File: src/rtl/text_screen_selection_overlay_assert.svh
// Assertion macros used by the overlay datapath.
`ifndef TEXT_SCREEN_SELECTION_OVERLAY_ASSERT_SVH
`define TEXT_SCREEN_SELECTION_OVERLAY_ASSERT_SVH

`ifndef SYNTH
// Same-cycle implication.
`define TSSO_ASSERT_IMP(label, clk, rst, ante, cons) \
  label: assert property (@(posedge clk) disable iff (rst) (ante) |-> (cons)) \
    else $error("tsso assertion failed");
// Next-cycle implication.
`define TSSO_ASSERT_NXT(label, clk, rst, ante, cons) \
  label: assert property (@(posedge clk) disable iff (rst) (ante) |=> (cons)) \
    else $error("tsso assertion failed");
`else
`define TSSO_ASSERT_IMP(label, clk, rst, ante, cons)
`define TSSO_ASSERT_NXT(label, clk, rst, ante, cons)
`endif

`endif

File: src/rtl/tsso_pkg.sv
`timescale 1ns / 1ps
package tsso_pkg;

  localparam int DEFAULT_COLUMNS = 80;
  localparam int DEFAULT_ROWS    = 25;

  localparam int CMD_W     = 3;
  localparam int ADDR_W    = 12;
  localparam int DATA_W    = 8;
  localparam int COL_W     = 7;
  localparam int ROW_W     = 5;
  localparam int CFG_IDX_W = 1;

  localparam logic [DATA_W-1:0] HIGHLIGHT_RESET    = 8'd112;
  localparam logic [DATA_W-1:0] DEFAULT_ATTR_RESET = 8'd7;
  localparam logic [ADDR_W-1:0] CURSOR_POS_RESET   = 12'd1;

  typedef enum logic [CMD_W-1:0] {
    CMD_WRITE    = 3'd0,
    CMD_FETCH    = 3'd1,
    CMD_CUR_SHOW = 3'd2,
    CMD_CUR_HIDE = 3'd3,
    CMD_SEL_SHOW = 3'd4,
    CMD_SEL_HIDE = 3'd5
  } cmd_t;

  typedef enum logic [CFG_IDX_W-1:0] {
    REG_HIGHLIGHT_ATTR = 1'b0,
    REG_DEFAULT_ATTR   = 1'b1
  } reg_idx_t;

  // controller -> datapath
  typedef struct packed {
    logic load;
    logic clr_step;
    logic wr_byte;
    logic rd_ptr;
    logic rd_cur;
    logic cur_set;
    logic cur_hide;
    logic sel_load;
    logic sel_init;
    logic sel_rd;
    logic sel_wr;
    logic sel_show;
    logic out_push;
  } dp_cmd_t;

  // datapath -> controller
  typedef struct packed {
    cmd_t command;
    logic clear_last;
    logic walk_last;
    logic out_free;
  } dp_stat_t;

endpackage

File: src/rtl/tsso_ctrl.sv
`timescale 1ns / 1ps
module tsso_ctrl import tsso_pkg::*; (
  input  logic     clk,
  input  logic     rst,
  input  logic     in_valid,
  output logic     in_ready,
  input  dp_stat_t stat,
  output dp_cmd_t  cmd
);

  typedef enum logic [7:0] {
    S_CLEAR    = 8'b0000_0001,
    S_IDLE     = 8'b0000_0010,
    S_EXEC     = 8'b0000_0100,
    S_CUR_WR   = 8'b0000_1000,
    S_SEL_INIT = 8'b0001_0000,
    S_SEL_RD   = 8'b0010_0000,
    S_SEL_WR   = 8'b0100_0000,
    S_DONE     = 8'b1000_0000
  } state_t;

  state_t state, state_next;

  always_ff @(posedge clk) begin
    if (rst) begin
      state <= S_CLEAR;
    end else begin
      state <= state_next;
    end
  end

  always_comb begin
    cmd        = '0;
    state_next = state;
    in_ready   = 1'b0;
    case (state)
      S_CLEAR: begin
        cmd.clr_step = 1'b1;
        if (stat.clear_last) state_next = S_IDLE;
      end
      S_IDLE: begin
        in_ready = 1'b1;
        if (in_valid) begin
          cmd.load   = 1'b1;
          state_next = S_EXEC;
        end
      end
      S_EXEC: begin
        state_next = S_DONE;
        case (stat.command)
          CMD_WRITE:    cmd.wr_byte = 1'b1;
          CMD_FETCH:    cmd.rd_ptr = 1'b1;
          CMD_CUR_SHOW: begin
            cmd.rd_cur = 1'b1;
            state_next = S_CUR_WR;
          end
          CMD_CUR_HIDE: cmd.cur_hide = 1'b1;
          CMD_SEL_SHOW: begin
            cmd.sel_load = 1'b1;
            state_next   = S_SEL_INIT;
          end
          CMD_SEL_HIDE: state_next = S_SEL_INIT;
          default:      state_next = S_DONE;
        endcase
      end
      S_CUR_WR: begin
        cmd.cur_set = 1'b1;
        state_next  = S_DONE;
      end
      S_SEL_INIT: begin
        cmd.sel_init = 1'b1;
        state_next   = S_SEL_RD;
      end
      S_SEL_RD: begin
        cmd.sel_rd = 1'b1;
        state_next = S_SEL_WR;
      end
      S_SEL_WR: begin
        cmd.sel_wr   = 1'b1;
        cmd.sel_show = (stat.command == CMD_SEL_SHOW);
        state_next   = stat.walk_last ? S_DONE : S_SEL_RD;
      end
      S_DONE: begin
        // result leaves and the next item may come in the same cycle
        if (stat.out_free) begin
          cmd.out_push = 1'b1;
          in_ready     = 1'b1;
          if (in_valid) begin
            cmd.load   = 1'b1;
            state_next = S_EXEC;
          end else begin
            state_next = S_IDLE;
          end
        end
      end
      default: state_next = S_CLEAR;
    endcase
  end

endmodule

File: config.mk
export PLATFORM = sky130hd
export DESIGN_NAME = tsso_ctrl
export DESIGN_NICKNAME = d
export VERILOG_FILES = /design/src/rtl/text_screen_selection_overlay_assert.svh /design/src/rtl/tsso_pkg.sv /design/src/rtl/tsso_ctrl.sv
export SDC_FILE = /design/constraint.sdc
export NUM_CORES = 1
export LEC_CHECK = 0
export ABC_AREA = 1
export BUFFER_PORTS_ARGS = -buffer_cell sky130_fd_sc_hd__buf_2
export CAP_MARGIN = 20
export CELL_PAD_IN_SITES_DETAIL_PLACEMENT = 1
export CELL_PAD_IN_SITES_GLOBAL_PLACEMENT = 2
export CORE_UTILIZATION = 21
export DETAILED_ROUTE_END_ITERATION = 8
export PLACE_DENSITY_LB_ADDON = 0.1
export REMOVE_ABC_BUFFERS = 1
export SETUP_SLACK_MARGIN = 0.1
export SLEW_MARGIN = 10
export SYNTH_ARGS = -nofsm -noshare
export SYNTH_HDL_FRONTEND = slang
export SYNTH_SLANG_ARGS = --single-unit
export TNS_END_PERCENT = 30
File: constraint.sdc
create_clock -name clk -period 1 [get_ports clk]
set_input_delay 0.15 -clock clk [delete_from_list [all_inputs] [get_ports clk]]
set_output_delay 0.15 -clock clk [all_outputs]
set_load 0.02 [all_outputs]
## Word-level counts from Yosys, hierarchy flattened

Cells that the tools add are included.
Widths: inputs -> output; s select.

- Latch bits: 0
- Flip-flop bits (word level): 8
- Bits in read-only memories: 0
- Word-level logic and storage cells: 45
- Memories kept: 0
- Memory bits (writable): 0

- Magnitude comparators: 0
- $add $sub $neg: 0
- Multiplexer cells: 25
- Eq/ne operators: 16
- Multiply operators: 0
- Bitwise operators: 0
- Reductions and logical operators: 3
- Div/mod/pow operators: 0
- Shift-type cells: 0

Operators by type and width:

| cell | number |
|---|---|
| $pmux 8 s8 | 1 |
| $mux 8 | 4 |
| $pmux 8 s2 | 1 |
| $mux 1 | 13 |
| $eq 8x1->1 const B | 1 |
| $eq 8x2->1 const B | 1 |
| $eq 8x3->1 const B | 1 |
| $eq 8x4->1 const B | 1 |
| $eq 8x5->1 const B | 1 |
| $eq 8x6->1 const B | 1 |
| $eq 8x7->1 const B | 1 |
| $eq 8x8->1 const B | 1 |
| $eq 3x2->1 const B | 2 |
| $eq 3x3->1 const B | 2 |
| $mux 3 | 2 |
| $ne 2x2->1 const B | 3 |
| $mux 2 | 2 |
| $pmux 1 s2 | 2 |
| $eq 3x1->1 const B | 1 |
| $logic_not 3->1 | 1 |
| $reduce_and 3->1 | 1 |
| $reduce_or 2->1 | 1 |

## Depth between registers and ports, before layout

- Depth after elaboration: 4
- Mapped depth: 9
- Depth with buffers taken out: 9

## Worst setup path before layout

No wires, ideal clock.

- Path kind: reg-to-output
- Start point: register state[4]
- End point: output cmd[10] (netlist name)
- Slack: -526 ps
- Arrival: 1376 ps
- Buffers on the path: 0
- Required time: 850 ps
- Cell stages (with the launch flop): 6
- Path through: dfxtp_1 -> nor2_2 -> nand2_4 -> nor2_4 -> inv_2 -> nor4_1

RTL lines:

| what | line | text |
|---|---|---|
| from (decl) | tsso_ctrl.sv:22 | `state_t state, state_next;` |
| from (signal assigned) | tsso_ctrl.sv:28 | `state <= state_next;` |
| to (decl) | tsso_ctrl.sv:8 | `output dp_cmd_t cmd` |

==> metrics.md <==
| Metric | Value |
|---|---|
| Die height | `57.8 um` |
| Initial DRC Count | `13` |
| Top cell type by total area after synthesis | `dfxtp_1` |
| Final min period | `between 1.5 and 2 ns` |
| Crit path max fanout | `3` |
| Static leakage | `between 0.5 and 0.6 nW` |
| Pre-CTS setup slack | `-0.321 ns` |
| Full die area | `0.00334 mm2` |
| # setup viols final | `22` |
| Horiz. Die Dim | `57.8 um` |
| Leading registers by flop count | `state: 8 flops` |
| CTS Buffer Depth | `2` |
| Clock sinks | `8` |
| Starting Density | `between 20% and 30%` |
| Seq/Total Area, Yosys | `24.5%` |
| Met3 routed WL | `111 um` |
| Grt total ovfl | `0` |
| Num CTS Buffers | `3` |
| Antenna Cells | `0` |
| Hold/Removal Path Class | `input port to flip-flop` |
| Max Cap Violations | `0` |
| R2R depth | `12` |
| Multi-input gate area | `roughly 480 um2` |
| Share of layout cells above drive strength 1 | `about 65%` |
| DPL Wire Length | `1530 um` |
| Pwr Density | `between 900 and 1000 mW/mm2` |
| Yosys cell types | `17` |
| Synth Register Bits | `8` |
| Nets | `about 170` |
| CP Class | `flip-flop to output port` |
| Fin crit share | `153%` |
| Core ar. | `roughly 0.0029 mm2` |
| Met1 Routed Length | `between 800 and 900 um` |
| Detail Route Antenna Nets | `0` |
| IO buf count | `22` |
| GP Congestion | `0.697` |
| First-pass GRT wire length | `roughly 3700 um` |
| All-Layer GR Usage | `roughly 15%` |
| Worst setup margin | `-0.534 ns` |
| Largest register FFs | `8` |
| Critical Path RT | `0.85 ns` |
| H-tree Lvls | `1` |
| CP Launch Type | `flip-flop` |
| FF/Latch Area | `175 um2` |
| Filler cells | `377` |
| Fin. Hold Viols | `0` |
| R2R Path Start | `state[5]` |
| CP Launch Point | `state[1]` |
| Clk Tree Root Cell | `clkbuf_4` |
| Max-slew violations | `0` |
| Slew headroom | `84.8%` |
| Skew final | `0.00237 ns` |
| Worst setup EP type | `output port` |
| Post-synth EDFFs | `0` |
| Synth Instances | `107` |
| Worst vdd ir | `a little over 0.3 mV` |
| Most flops, register | `state` |
| Hold path endpoint | `state[5]` |
| Register-to-register setup slack | `-0.50 ns` |
| Yosys warnings | `0` |
| FMAX | `roughly 650 MHz` |
| Wire per inst | `between 10 and 15 um` |
| Crit path DAT | `between 1 and 1.5 ns` |
| Mean post-synth cell area | `approximately 6.1 um2` |
| # IOs | `23` |
| Vias in the first global route | `821` |
| Initial antenna violation count | `0` |
| Largest net degree at the start of global routing | `9` |
| Drt pass-1 iters | `7` |
| Top FF cell, synth | `dfxtp_1` |
| Number of remaining DRC errors | `2` |
| Final WL | `2110 um` |
| Area growth, synth to finish | `80.3%` |
| Highest routed layer | `met4` |
| Reg2reg end | `state[1]` |
| Netlist Area Pre-Place | `roughly 650 um2` |
| Post-synth top area share | `about 24%` |
| Asr flop ratio synth | `0%` |
| Hold path startpoint | `stat[1]` |
| # rows | `19` |
| Hold_buf cts | `0` |
| Worst Max-Slew Pin Slew | `0.228 ns` |
| Hold depth | `4` |
| Vias | `795` |
| Clock Pin Slew Worst Setup and Hold Paths | `around 0.060 ns` |
| Vias per cell | `4.30` |
| RSZ-0062 raised after global routing | `true` |
| Worst hold slack | `about 0.19 ns` |
| Status | `finished with violations` |
| Failing checks | `DRC, setup timing` |
| CTS tree | `built` |
| Clock Latency Late Sink | `~0.26 ns` |
| Ranking of synthesized cells by area | `dfxtp_1 (24%), inv_1 (10%), nand2_1 (10%)` |
| Synth cell count leaders | `inv_1 (18), nand2_1 (18), nor2_1 (17), nand3_1 (10)` |
| Met2 WL post-DR | `about 1100 um` |
kinds of logic (layout without fill, tap and decap cells):
family,Yosys count,count (layout),share of synthesized area (%)
buffers and inverters,27,74,15.5
flip-flops,8,8,24.5
AND/OR/NAND/NOR,69,69,56.6
AO/OA/AOI/OAI,3,3,3.44
metal layers:
| metal | vias up | track usage, % |
|---|---|---|
| met1 | 357 | 16.0 |
| met3 | 2 | 4.69 |
| li1 | 414 | - |
| met5 | - | 0 |
| met2 | 22 | 26.9 |
| met4 | 0 | 5.10 |
report_power, final:
part           switching [mW]  internal [mW]
sequential             0.0276          0.339
combinational           0.265          0.196
clock                   0.129          0.139
how the worst max path moves through the flow:
stage / to / slack, ns / cells past startpoint
finish: cmd[12] / -0.53 / 8
CTS: cmd[12] / -0.55 / 8
detailed placement: cmd[6] / -0.32 / 6
global placement: cmd[10] / -0.29 / 6
floorplan: cmd[10] / -0.53 / 5
global route: cmd[6] / -0.62 / 6
cells in the final DEF (no fill, tap or decap), types with 6 or more instances in the layout:
cell	instances
nand3_1	6
nor2_4	9
buf_6	9
buf_4	24
nand2_1	17
buf_2	11
nor2_2	7
inv_2	9
inv_1	15
nor2_1	12
stage by stage:
| step | instance area (um2) | setup TNS, ns | util (%) | std cells | total power, mW |
|---|---|---|---|---|---|
| 2_1_floorplan | 651 | -2.82 | - | 106 | 0.630 |
| 3_3_place_gp | 897 | -4.21 | 31.4 | 172 | 0.740 |
| 3_5_place_dp | 897 | -4.35 | 31.4 | 172 | 0.744 |
| 4_1_cts | 1130 | -8.86 | 39.6 | 184 | 1.11 |
| 5_1_grt | 1180 | -10.35 | 41.4 | 185 | 1.17 |
| 6_report | 1180 | -8.52 | 41.4 | 185 | 1.10 |
area by class of cell:
cell class / instances / share of cell area, %
flip-flops and latches: 8 / 14.8
well taps: 31 / 3.29
multi-input cells: 72 / 41.0
repair buffers: 45 / 30.2
clock buffers: 3 / 1.91
inverters: 26 / 8.70
worst max-delay path: stages, from the launching register on:
cell     delay (ns)
dfxtp_2        0.34
nor2_4         0.14
nand2_2        0.10
inv_4          0.09
nand2_2        0.07
nor2_4         0.10
inv_2          0.05
a21oi_2        0.10
buf_4          0.14
repair_timing:
item                       in CTS  in global routing
gates resized for setup        39                 15
setup buffers                   9                  1
pin swaps                       7                  2
setup endpoints to repair      22                 22
(Power assumes the default switching activity.)
